--- config.mk ---
export PLATFORM = sky130hd
export DESIGN_NAME = vlsm_subnet_allocator_flat
export DESIGN_NICKNAME = d
export VERILOG_FILES = /design/src/rtl/vlsm_pkg.sv /design/src/rtl/vlsm_in_if.sv /design/src/rtl/vlsm_out_if.sv /design/src/rtl/vlsm_ctrl.sv /design/src/rtl/vlsm_dpath.sv /design/src/rtl/vlsm_subnet_allocator.sv /design/src/flat_wrapper.sv
export SDC_FILE = /design/constraint.sdc
export NUM_CORES = 1
export LEC_CHECK = 0
export CORE_ASPECT_RATIO = 1.4
export CORE_MARGIN = 4
export CORE_UTILIZATION = 60
export DETAILED_ROUTE_END_ITERATION = 10
export DONT_BUFFER_PORTS = 1
export PLACE_DENSITY_LB_ADDON = 0.25
export SKIP_LAST_GASP = 1
export SYNTH_ARGS = -nofsm -noshare
export SYNTH_HDL_FRONTEND = slang
export SYNTH_SLANG_ARGS = --single-unit
--- constraint.sdc ---
create_clock -name clk -period 5.35 [get_ports clk]
set_input_delay 0.535 -clock clk [delete_from_list [all_inputs] [get_ports clk]]
set_output_delay 0.535 -clock clk [all_outputs]
set_load 0.05 [all_outputs]
--- src/rtl/vlsm_pkg.sv ---
// shared types, constants and helper functions of the subnet allocator
package vlsm_pkg;

  localparam int MAX_SUBNETS = 32;
  localparam int IDX_W = $clog2(MAX_SUBNETS);
  localparam int CNT_W = $clog2(MAX_SUBNETS + 1);

  localparam logic [2:0] STATUS_OK       = 3'd0;
  localparam logic [2:0] STATUS_NO_SPACE = 3'd1;
  localparam logic [2:0] STATUS_FULL     = 3'd2;
  localparam logic [2:0] STATUS_ZERO     = 3'd3;
  localparam logic [2:0] STATUS_CLEARED  = 3'd4;

  localparam logic [0:0] REG_BASE_ADDRESS = 1'd0;
  localparam logic [0:0] REG_BASE_PREFIX  = 1'd1;

  typedef enum logic [3:0] {
    ST_IDLE, ST_SIZE, ST_CHECK, ST_SEEK, ST_MOVE, ST_FETCH, ST_SHOW,
    ST_CLEAR, ST_ZERO, ST_NO_SPACE, ST_FULL
  } vlsm_state_t;

  typedef struct packed {
    logic [7:0] tag;
    logic [4:0] size_bits;
  } vlsm_entry_t;

  typedef struct packed {
    logic       ready;
    logic       size_step;
    logic       start_shift;
    logic       seek;
    logic       move;
    logic       place;
    logic       start_emit;
    logic       fetch;
    logic       show;
    logic       reply;
    logic [2:0] code;
  } vlsm_cmd_t;

  typedef struct packed {
    logic in_fire;
    logic is_clear;
    logic zero_hosts;
    logic size_done;
    logic no_space;
    logic full;
    logic at_bottom;
    logic fits_above;
    logic last_entry;
    logic out_busy;
  } vlsm_stat_t;

  function automatic logic [4:0] eff_prefix(input logic [4:0] p);
    logic [4:0] r;
    r = p;
    if (p == 5'd0) r = 5'd1;
    if (p == 5'd31) r = 5'd30;
    return r;
  endfunction

  function automatic logic [31:0] pool_size(input logic [4:0] p);
    logic [5:0] sh;
    sh = 6'd32 - {1'b0, eff_prefix(p)};
    return 32'd1 << sh;
  endfunction

  function automatic logic [31:0] pool_mask(input logic [4:0] p);
    logic [5:0] sh;
    sh = 6'd32 - {1'b0, eff_prefix(p)};
    return 32'hFFFF_FFFF << sh;
  endfunction

endpackage

--- src/rtl/vlsm_in_if.sv ---
// request channel of the subnet allocator
interface vlsm_in_if;
  logic        valid;
  logic        ready;
  logic        action;
  logic [7:0]  net_tag;
  logic [31:0] host_count;

  modport source (output valid, action, net_tag, host_count, input ready);
  modport sink (input valid, action, net_tag, host_count, output ready);
endinterface

--- src/rtl/vlsm_out_if.sv ---
// result channel of the subnet allocator
interface vlsm_out_if;
  logic        valid;
  logic        ready;
  logic [2:0]  status;
  logic [4:0]  position;
  logic [7:0]  entry_tag;
  logic [31:0] entry_address;
  logic [4:0]  entry_prefix;
  logic [31:0] free_addresses;
  logic        last;

  modport source (output valid, status, position, entry_tag, entry_address, entry_prefix,
                  free_addresses, last, input ready);
  modport sink (input valid, status, position, entry_tag, entry_address, entry_prefix,
                free_addresses, last, output ready);
endinterface

--- src/rtl/vlsm_ctrl.sv ---
// controller state machine of the subnet allocator
module vlsm_ctrl import vlsm_pkg::*; (
  input  logic       clk,
  input  logic       rst,
  input  vlsm_stat_t stat,
  output vlsm_cmd_t  cmd
);

  vlsm_state_t state, state_next;

  always_ff @(posedge clk) begin
    if (rst) begin
      state <= ST_IDLE;
    end else begin
      state <= state_next;
    end
  end

  always_comb begin
    state_next = state;
    case (state)
      ST_IDLE: begin
        if (stat.in_fire) state_next = ST_SIZE;
      end
      ST_SIZE: begin
        if (stat.is_clear) state_next = ST_CLEAR;
        else if (stat.zero_hosts) state_next = ST_ZERO;
        else if (stat.size_done) state_next = ST_CHECK;
      end
      ST_CHECK: begin
        if (stat.no_space) state_next = ST_NO_SPACE;
        else if (stat.full) state_next = ST_FULL;
        else state_next = ST_SEEK;
      end
      ST_SEEK: begin
        if (stat.at_bottom) state_next = ST_FETCH;
        else state_next = ST_MOVE;
      end
      ST_MOVE: begin
        if (stat.fits_above) state_next = ST_FETCH;
        else state_next = ST_SEEK;
      end
      ST_FETCH: state_next = ST_SHOW;
      ST_SHOW: begin
        if (!stat.out_busy) state_next = stat.last_entry ? ST_IDLE : ST_FETCH;
      end
      ST_CLEAR, ST_ZERO, ST_NO_SPACE, ST_FULL: begin
        if (!stat.out_busy) state_next = ST_IDLE;
      end
      default: state_next = ST_IDLE;
    endcase
  end

  always_comb begin
    cmd = '0;
    cmd.code = STATUS_OK;
    case (state)
      ST_IDLE: cmd.ready = 1'b1;
      ST_SIZE: begin
        if (!stat.is_clear && !stat.zero_hosts && !stat.size_done) cmd.size_step = 1'b1;
      end
      ST_CHECK: begin
        if (!stat.no_space && !stat.full) cmd.start_shift = 1'b1;
      end
      ST_SEEK: begin
        if (stat.at_bottom) begin
          cmd.place = 1'b1;
          cmd.start_emit = 1'b1;
        end else begin
          cmd.seek = 1'b1;
        end
      end
      ST_MOVE: begin
        if (stat.fits_above) begin
          cmd.place = 1'b1;
          cmd.start_emit = 1'b1;
        end else begin
          cmd.move = 1'b1;
        end
      end
      ST_FETCH: cmd.fetch = 1'b1;
      ST_SHOW: cmd.show = !stat.out_busy;
      ST_CLEAR: begin
        cmd.reply = !stat.out_busy;
        cmd.code = STATUS_CLEARED;
      end
      ST_ZERO: begin
        cmd.reply = !stat.out_busy;
        cmd.code = STATUS_ZERO;
      end
      ST_NO_SPACE: begin
        cmd.reply = !stat.out_busy;
        cmd.code = STATUS_NO_SPACE;
      end
      ST_FULL: begin
        cmd.reply = !stat.out_busy;
        cmd.code = STATUS_FULL;
      end
      default: cmd = '0;
    endcase
  end

endmodule

--- src/rtl/vlsm_dpath.sv ---
// datapath of the subnet allocator: registers, entry table and result register
module vlsm_dpath import vlsm_pkg::*; (
  input  logic        clk,
  input  logic        rst,
  input  logic        cfg_we,
  input  logic [0:0]  cfg_index,
  input  logic [31:0] cfg_data,
  vlsm_in_if.sink     in_ch,
  vlsm_out_if.source  out_ch,
  input  vlsm_cmd_t   cmd,
  output vlsm_stat_t  stat
);

  vlsm_entry_t mem [MAX_SUBNETS];
  vlsm_entry_t rd_data;

  logic [31:0]      base_address;
  logic [4:0]       base_prefix;
  logic [CNT_W-1:0] count;
  logic [31:0]      free;
  logic             action;
  logic [7:0]       tag;
  logic [32:0]      rem;
  logic [5:0]       bits;
  logic             zero_hosts;
  logic [CNT_W-1:0] idx;
  logic [31:0]      addr_acc;
  logic             out_valid;
  logic [31:0]      block;
  logic [CNT_W-1:0] idx_dec;
  logic [IDX_W-1:0] rd_addr;
  logic             in_fire;

  assign in_ch.ready = cmd.ready;
  assign in_fire     = in_ch.valid && cmd.ready;
  assign block       = 32'd1 << bits[4:0];
  assign idx_dec     = idx - CNT_W'(1);
  assign rd_addr     = cmd.seek ? idx_dec[IDX_W-1:0] : idx[IDX_W-1:0];

  assign stat.in_fire    = in_fire;
  assign stat.is_clear   = action;
  assign stat.zero_hosts = zero_hosts;
  assign stat.size_done  = (rem == 33'd0);
  assign stat.no_space   = (bits > 6'd31) || (block > free);
  assign stat.full       = (count >= CNT_W'(MAX_SUBNETS));
  assign stat.at_bottom  = (idx == '0);
  assign stat.fits_above = ({1'b0, rd_data.size_bits} >= bits);
  assign stat.last_entry = (idx + CNT_W'(1) == count);
  assign stat.out_busy   = out_valid;

  always_ff @(posedge clk) begin
    if (cmd.seek || cmd.fetch) rd_data <= mem[rd_addr];
    if (cmd.move) mem[idx[IDX_W-1:0]] <= rd_data;
    if (cmd.place) mem[idx[IDX_W-1:0]] <= '{tag: tag, size_bits: bits[4:0]};
  end

  always_ff @(posedge clk) begin
    if (in_fire) begin
      action     <= in_ch.action;
      tag        <= in_ch.net_tag;
      rem        <= {1'b0, in_ch.host_count} + 33'd1;
      bits       <= '0;
      zero_hosts <= (in_ch.host_count == 32'd0);
    end
    if (cmd.size_step) begin
      rem  <= rem >> 1;
      bits <= bits + 6'd1;
    end
    if (cmd.start_shift) idx <= count;
    if (cmd.move) idx <= idx_dec;
    if (cmd.start_emit) begin
      idx      <= '0;
      addr_acc <= base_address & pool_mask(base_prefix);
    end
    if (cmd.show) begin
      out_ch.status         <= STATUS_OK;
      out_ch.position       <= idx[4:0];
      out_ch.entry_tag      <= rd_data.tag;
      out_ch.entry_address  <= addr_acc;
      out_ch.entry_prefix   <= 5'(6'd32 - {1'b0, rd_data.size_bits});
      out_ch.free_addresses <= free;
      out_ch.last           <= stat.last_entry;
      addr_acc              <= addr_acc + (32'd1 << rd_data.size_bits);
      idx                   <= idx + CNT_W'(1);
    end
    if (cmd.reply) begin
      out_ch.status         <= cmd.code;
      out_ch.position       <= '0;
      out_ch.entry_tag      <= '0;
      out_ch.entry_address  <= '0;
      out_ch.entry_prefix   <= '0;
      out_ch.free_addresses <= (cmd.code == STATUS_CLEARED) ? pool_size(base_prefix) : free;
      out_ch.last           <= 1'b1;
    end
  end

  always_ff @(posedge clk) begin
    if (rst) begin
      base_address <= '0;
      base_prefix  <= 5'd24;
      count        <= '0;
      free         <= pool_size(5'd24);
      out_valid    <= 1'b0;
    end else begin
      if (out_valid && out_ch.ready) out_valid <= 1'b0;
      if (cmd.show || cmd.reply) out_valid <= 1'b1;
      if (cmd.place) begin
        count <= count + CNT_W'(1);
        free  <= free - block;
      end
      if (cmd.reply && cmd.code == STATUS_CLEARED) begin
        count <= '0;
        free  <= pool_size(base_prefix);
      end
      if (cfg_we) begin
        case (cfg_index)
          REG_BASE_ADDRESS: begin
            base_address <= cfg_data;
            count        <= '0;
            free         <= pool_size(base_prefix);
          end
          REG_BASE_PREFIX: begin
            base_prefix <= cfg_data[4:0];
            count       <= '0;
            free        <= pool_size(cfg_data[4:0]);
          end
          default: count <= count;
        endcase
      end
    end
  end

  assign out_ch.valid = out_valid;

`ifndef ASSERT_OFF
  a_count_bound: assert property (@(posedge clk) disable iff (rst)
    count <= CNT_W'(MAX_SUBNETS)) else $error("entry count beyond table depth");
  a_place_room: assert property (@(posedge clk) disable iff (rst)
    cmd.place |-> count < CNT_W'(MAX_SUBNETS)) else $error("insert into full table");
  a_show_range: assert property (@(posedge clk) disable iff (rst)
    cmd.show |-> idx < count) else $error("report beyond table end");
  a_no_overwrite: assert property (@(posedge clk) disable iff (rst)
    (cmd.show || cmd.reply) |-> !out_valid) else $error("result register overwritten");
`endif

endmodule

--- src/rtl/vlsm_subnet_allocator.sv ---
// top level of the subnet allocator: controller plus datapath
// Takes one request at a time. A clear or a zero host count gives its one result from the
// clear or zero state. Any other add sizes the block one bit per cycle and checks it; a
// rejected add gives its result from the no-space or full state. An accepted add shifts the
// sorted table through the seek and move states per moved entry of the single-port entry
// memory, then reports every entry through the fetch and show states, waiting out any stall
// on the result side. A new request is taken once the last result sits in the output register.
module vlsm_subnet_allocator import vlsm_pkg::*; (
  input  logic        clk,
  input  logic        rst,
  input  logic        cfg_we,
  input  logic [0:0]  cfg_index,
  input  logic [31:0] cfg_data,
  vlsm_in_if.sink     in_ch,
  vlsm_out_if.source  out_ch
);

  vlsm_cmd_t  cmd;
  vlsm_stat_t stat;

  vlsm_ctrl u_ctrl (
    .clk  (clk),
    .rst  (rst),
    .stat (stat),
    .cmd  (cmd)
  );

  vlsm_dpath u_dpath (
    .clk       (clk),
    .rst       (rst),
    .cfg_we    (cfg_we),
    .cfg_index (cfg_index),
    .cfg_data  (cfg_data),
    .in_ch     (in_ch),
    .out_ch    (out_ch),
    .cmd       (cmd),
    .stat      (stat)
  );

endmodule
--- src/flat_wrapper.sv ---
// flat-port wrapper written by rule: the top's interface ports become plain ports
module vlsm_subnet_allocator_flat import vlsm_pkg::*;
  (clk, rst, cfg_we, cfg_index, cfg_data, in_ch_valid, in_ch_action, in_ch_net_tag, in_ch_host_count, in_ch_ready, out_ch_valid, out_ch_status, out_ch_position, out_ch_entry_tag, out_ch_entry_address, out_ch_entry_prefix, out_ch_free_addresses, out_ch_last, out_ch_ready);
  vlsm_in_if in_ch_i ();
  vlsm_out_if out_ch_i ();
  input  logic clk;
  input  logic rst;
  input  logic cfg_we;
  input  logic [0:0] cfg_index;
  input  logic [31:0] cfg_data;
  input wire logic [$bits(in_ch_i.valid)-1:0] in_ch_valid;
  input wire logic [$bits(in_ch_i.action)-1:0] in_ch_action;
  input wire logic [$bits(in_ch_i.net_tag)-1:0] in_ch_net_tag;
  input wire logic [$bits(in_ch_i.host_count)-1:0] in_ch_host_count;
  output wire logic [$bits(in_ch_i.ready)-1:0] in_ch_ready;
  output wire logic [$bits(out_ch_i.valid)-1:0] out_ch_valid;
  output wire logic [$bits(out_ch_i.status)-1:0] out_ch_status;
  output wire logic [$bits(out_ch_i.position)-1:0] out_ch_position;
  output wire logic [$bits(out_ch_i.entry_tag)-1:0] out_ch_entry_tag;
  output wire logic [$bits(out_ch_i.entry_address)-1:0] out_ch_entry_address;
  output wire logic [$bits(out_ch_i.entry_prefix)-1:0] out_ch_entry_prefix;
  output wire logic [$bits(out_ch_i.free_addresses)-1:0] out_ch_free_addresses;
  output wire logic [$bits(out_ch_i.last)-1:0] out_ch_last;
  input wire logic [$bits(out_ch_i.ready)-1:0] out_ch_ready;
  assign in_ch_i.valid = in_ch_valid;
  assign in_ch_i.action = in_ch_action;
  assign in_ch_i.net_tag = in_ch_net_tag;
  assign in_ch_i.host_count = in_ch_host_count;
  assign in_ch_ready = in_ch_i.ready;
  assign out_ch_valid = out_ch_i.valid;
  assign out_ch_status = out_ch_i.status;
  assign out_ch_position = out_ch_i.position;
  assign out_ch_entry_tag = out_ch_i.entry_tag;
  assign out_ch_entry_address = out_ch_i.entry_address;
  assign out_ch_entry_prefix = out_ch_i.entry_prefix;
  assign out_ch_free_addresses = out_ch_i.free_addresses;
  assign out_ch_last = out_ch_i.last;
  assign out_ch_i.ready = out_ch_ready;
  vlsm_subnet_allocator u_core (.clk(clk), .rst(rst), .cfg_we(cfg_we), .cfg_index(cfg_index), .cfg_data(cfg_data), .in_ch(in_ch_i), .out_ch(out_ch_i));
endmodule
==> summary.md <==
| Metric | Value |
|---|---|
| Mapped Cells | `3231` |
| Worst-margin pin slew | `1.26 ns` |
| Placer Congestion | `0.983` |
| Final wirelength | `96600 µm` |
| Sequential fraction of the synthesis area | `between 50% and 60%` |
| Critical path fanouts, max | `5` |
| Post-CTS sizing | `0` |
| Sequential fraction of design power | `42.7%` |
| Top-count cell post-synth | `nand2_1` |
| Crit path capture type | `flop` |
| Pwr dens | `512 mW/mm²` |
| Relative slew slack | `15.9%` |
| R2r setup slk | `0.92 ns` |
| CP startpoint | `u_core.u_dpath.rd_data[0]$_DFFE_PP_` |
| Final core occ | `65.6%` |
| Port buffer count | `0` |
| Endpoints failing setup | `0` |
| Crit start category | `flop` |
| H-tree Lvls | `3` |
| Min cycle time layout | `4.43 ns` |
| Worst skew pair latency | `between 0.6 and 0.7 ns` |
| Reg2reg path depth | `15` |
| Int Power | `11.3 mW` |
| First-pass DRT Iterations | `7` |
| Worst EP arrival | `between 4 and 5 ns` |
| Final HPWL DP | `65600 µm` |
| Fin crit share | `82.8%` |
| Mapped Avg Cell Area | `10.3 µm²` |
| Yosys Warn Count | `0` |
| Largest net degree at the start of global routing | `98` |
| Peak Freq | `~230 MHz` |
| Die height | `287 µm` |
| Antenna viol nets, final | `0` |
| Maximum root-to-sink buffer count | `3` |
| Synth-to-Final Area Change | `8.60%` |
| Setup TNS | `0 ns` |
| Comb pwr share | `32.0%` |
| Critical path's most frequent cell | `ha_1` |
| Post-Syn Area | `approximately 0.033 mm²` |
| First-pass GRT wire length | `~150000 µm` |
| VDD IR-drop max | `385 µV` |
| Hold WS | `around 0.018 ns` |
| Sw Ratio | `39.1%` |
| Die area | `just under 0.06 mm²` |
| Post-Syn Nets | `3406` |
| Synth area leaders | `edfxtp_1, nand2_1, dfxtp_1` |
| Final hold vios | `0` |
| Share of post-route cells with drive strength above 1 | `7.45%` |
| Vias in the first global route | `24700` |
| Final non-filler cell total | `between 3000 and 4000` |
| Clk pwr share | `25.3%` |
| Max Cap Viol | `0` |
| Io pins | `167` |
| Synth Flop Type | `edfxtp_1` |
| Leakage power of the design | `12.6 nW` |
| Area fraction of the dominant cell type after synthesis | `between 40% and 50%` |
| Status | `completed` |
| DR WL/cell | `24.5 µm` |
| Design area | `0.0363 mm²` |
| Rows | `102` |
| Hold-fix buffers, CTS | `4` |
| DIE WIDTH | `207 µm` |
| Root Buffer | `clkbuf_16` |
| Async S/R FF share, synth | `0%` |
| Slowest stage delay, CP | `0.68 ns` |
| Netlist cell types | `between 100 and 150` |
| Core area | `0.0553 mm²` |
| Slowest CP cell | `a2111oi_1` |
| CTS tree | `built` |
| Psw | `7.26 mW` |
| EDFF count, synth | `550` |
| Post-synth top cells | `nand2_1, edfxtp_1, nor2_1` |
| Placed instance area | `0.0341 mm²` |
| Clock sinks | `682` |
| Via count | `25900` |
| Worst-path clk slew | `approximately 0.060 ns` |
| Fin Clk Skew | `0.0205 ns` |
| Tot GR Track Use | `between 30 and 40%` |
| RSZ-0062 raised after global routing | `no` |
| Total gr overflow | `0` |
| Drc violations | `0` |
| Setup Buffers After CTS | `0` |
| CP cell instances | `inv_1 > ha_1 > ha_1 > nor3b_1 > ha_1 > inv_1 > fa_1 > nor2b_1 > o2111ai_1 > a21oi_1 > o21ai_1 > a2111oi_1 > o21ai_0 > and3_1 > o32ai_1` |
| Reg2reg end | `u_core.u_dpath.addr_acc[18]$_DFFE_PP_` |
| CP Capture Point | `u_core.u_dpath.addr_acc[18]$_DFFE_PP_` |
| Initial core utilization | `roughly 60%` |
| Final nets | `between 3000 and 4000` |
| Slew Viols, Final | `0` |
| Critical R2R Launch | `u_core.u_dpath.rd_data[0]$_DFFE_PP_` |
| DRT iter0 DRCs | `2595` |
| #FFs+latches synth | `between 600 and 700` |
| Largest area contributor in the netlist | `edfxtp_1` |
| CTS buffer count | `66` |
| Vias per cell | `6.56` |
| Crit path required time | `5.77 ns` |
| Critical path class | `reg2reg` |
| Hold Path Class | `in2reg` |
| Inst Count DP | `approximately 3800` |
| Initial antenna violation count | `3` |
[power by group through the flow]
stage / sequential (mW) / combinational [mW] / clock [mW]
global placement: 8.01 / 5.64 / 0
detailed placement: 8.03 / 5.78 / 0
CTS: 7.92 / 5.84 / 4.74
finish: 7.93 / 5.93 / 4.70
global route: 7.98 / 6.44 / 4.97
floorplan: 7.75 / 4.17 / 0
[critical path: cells and delay by family, from the launching register on]
| family | cells | cell delay (ns) |
|---|---|---|
| compound gates | 6 | 1.71 |
| fa+ha+maj | 4 | 1.21 |
| simple gates | 3 | 0.61 |
| flops | 1 | 0.46 |
| buf+inv | 2 | 0.25 |
[cell type report]
type	count	area [µm²]
fillers	4263	19000
clock buffers	83	1780
inverters	51	191
flip-flops and latches	682	19200
well taps	728	911
diodes	3	7.51
clock inverters	33	367
repair buffers	61	541
multi-input cells	2300	13300
[state kept, by name, indices dropped and copies added, names as in the netlist, 8 cells and up]
| signal | count |
|---|---|
| u_core.u_dpath.mem | 416 |
| u_core.u_dpath.rem | 33 |
| u_core.u_dpath.addr_acc | 32 |
| u_core.u_dpath.base_address | 32 |
| u_core.u_dpath.free | 32 |
| u_core.u_dpath.out_ch.entry_address | 32 |
| u_core.u_dpath.out_ch.free_addresses | 32 |
| u_core.u_dpath.rd_data | 13 |
| u_core.u_dpath.out_ch.entry_tag | 8 |
| u_core.u_dpath.tag | 8 |
[worst min-delay path by stage]
stage | startpoint | to | slack [ns] | cells past startpoint
after floorplan | u_core.u_dpath.base_address[30]$_SDFFE_PP0P_ | u_core.u_dpath.base_address[30]$_SDFFE_PP0P_ | 0.43 | 2
after global placement | u_core.u_dpath.base_address[25]$_SDFFE_PP0P_ | u_core.u_dpath.base_address[25]$_SDFFE_PP0P_ | 0.44 | 2
after detailed placement | u_core.u_dpath.base_address[11]$_SDFFE_PP0P_ | u_core.u_dpath.base_address[11]$_SDFFE_PP0P_ | 0.45 | 2
after CTS | rst | u_core.u_dpath.count[2]$_SDFFE_PP0P_ | 0.0003 | 1
after global routing | in_ch_net_tag[6] | u_core.u_dpath.tag[6]$_DFFE_PP_ | 0.004 | 0
final | in_ch_net_tag[1] | u_core.u_dpath.tag[1]$_DFFE_PP_ | 0.02 | 0
[cells in the final DEF (no fill, tap or decap), drive strengths merged, types with 18 or more instances in the layout]
| cell | n |
|---|---|
| o22ai | 31 |
| dfxtp | 132 |
| xor2 | 42 |
| a32oi | 18 |
| a21oi | 137 |
| a21o | 43 |
| nand3b | 45 |
| inv | 54 |
| nand2 | 739 |
| nor3 | 63 |
| a31oi | 67 |
| nand3 | 147 |
| o31ai | 23 |
| clkbuf | 83 |
| nor2 | 186 |
| edfxtp | 550 |
| o211ai | 21 |
| nand4 | 78 |
| o21a | 19 |
| a211oi | 29 |
| o21ai | 181 |
| mux2i | 22 |
| buf | 58 |
| xnor2 | 51 |
| ha | 94 |
| clkinv | 19 |
| and3 | 23 |
[per-layer routing]
layer | part of all wire (%) | up-vias | GRT usage (%) | wire length, µm
li1 | - | 11700 | - | -
met1 | 36 | 12500 | 37.6 | 34800
met2 | 51 | 1390 | 55.1 | 48900
met3 | 7.8 | 278 | 4.76 | 7560
met4 | 5.5 | 0 | 15.7 | 5270
met5 | 0 | - | 0 | 0
[cells by family (layout without fill, tap and decap cells)]
| family | count (synthesis) | after routing | synth area share, % |
|---|---|---|---|
| and+or+nand+nor | 1422 | 1422 | 19.6 |
| DFF | 682 | 682 | 57.4 |
| AOI/OAI and AO/OA | 663 | 663 | 12.8 |
| buffers and inverters | 249 | 228 | 3.31 |
| adders and majority gates | 96 | 96 | 3.64 |
| xor gates and xnor gates | 93 | 93 | 2.46 |
| muxes | 26 | 26 | 0.794 |
| other | 0 | 3 | 0 |
[through the flow]
step | power (mW) | setup slack, ns
after detailed placement | 13.8 | 0.953
after global routing | 19.4 | 0.606
after CTS | 18.5 | 0.909
final | 18.6 | 0.919
after floorplan | 11.9 | 1.40
after global placement | 13.6 | 1.06
Note: power is estimated with default switching activity, not from simulation.
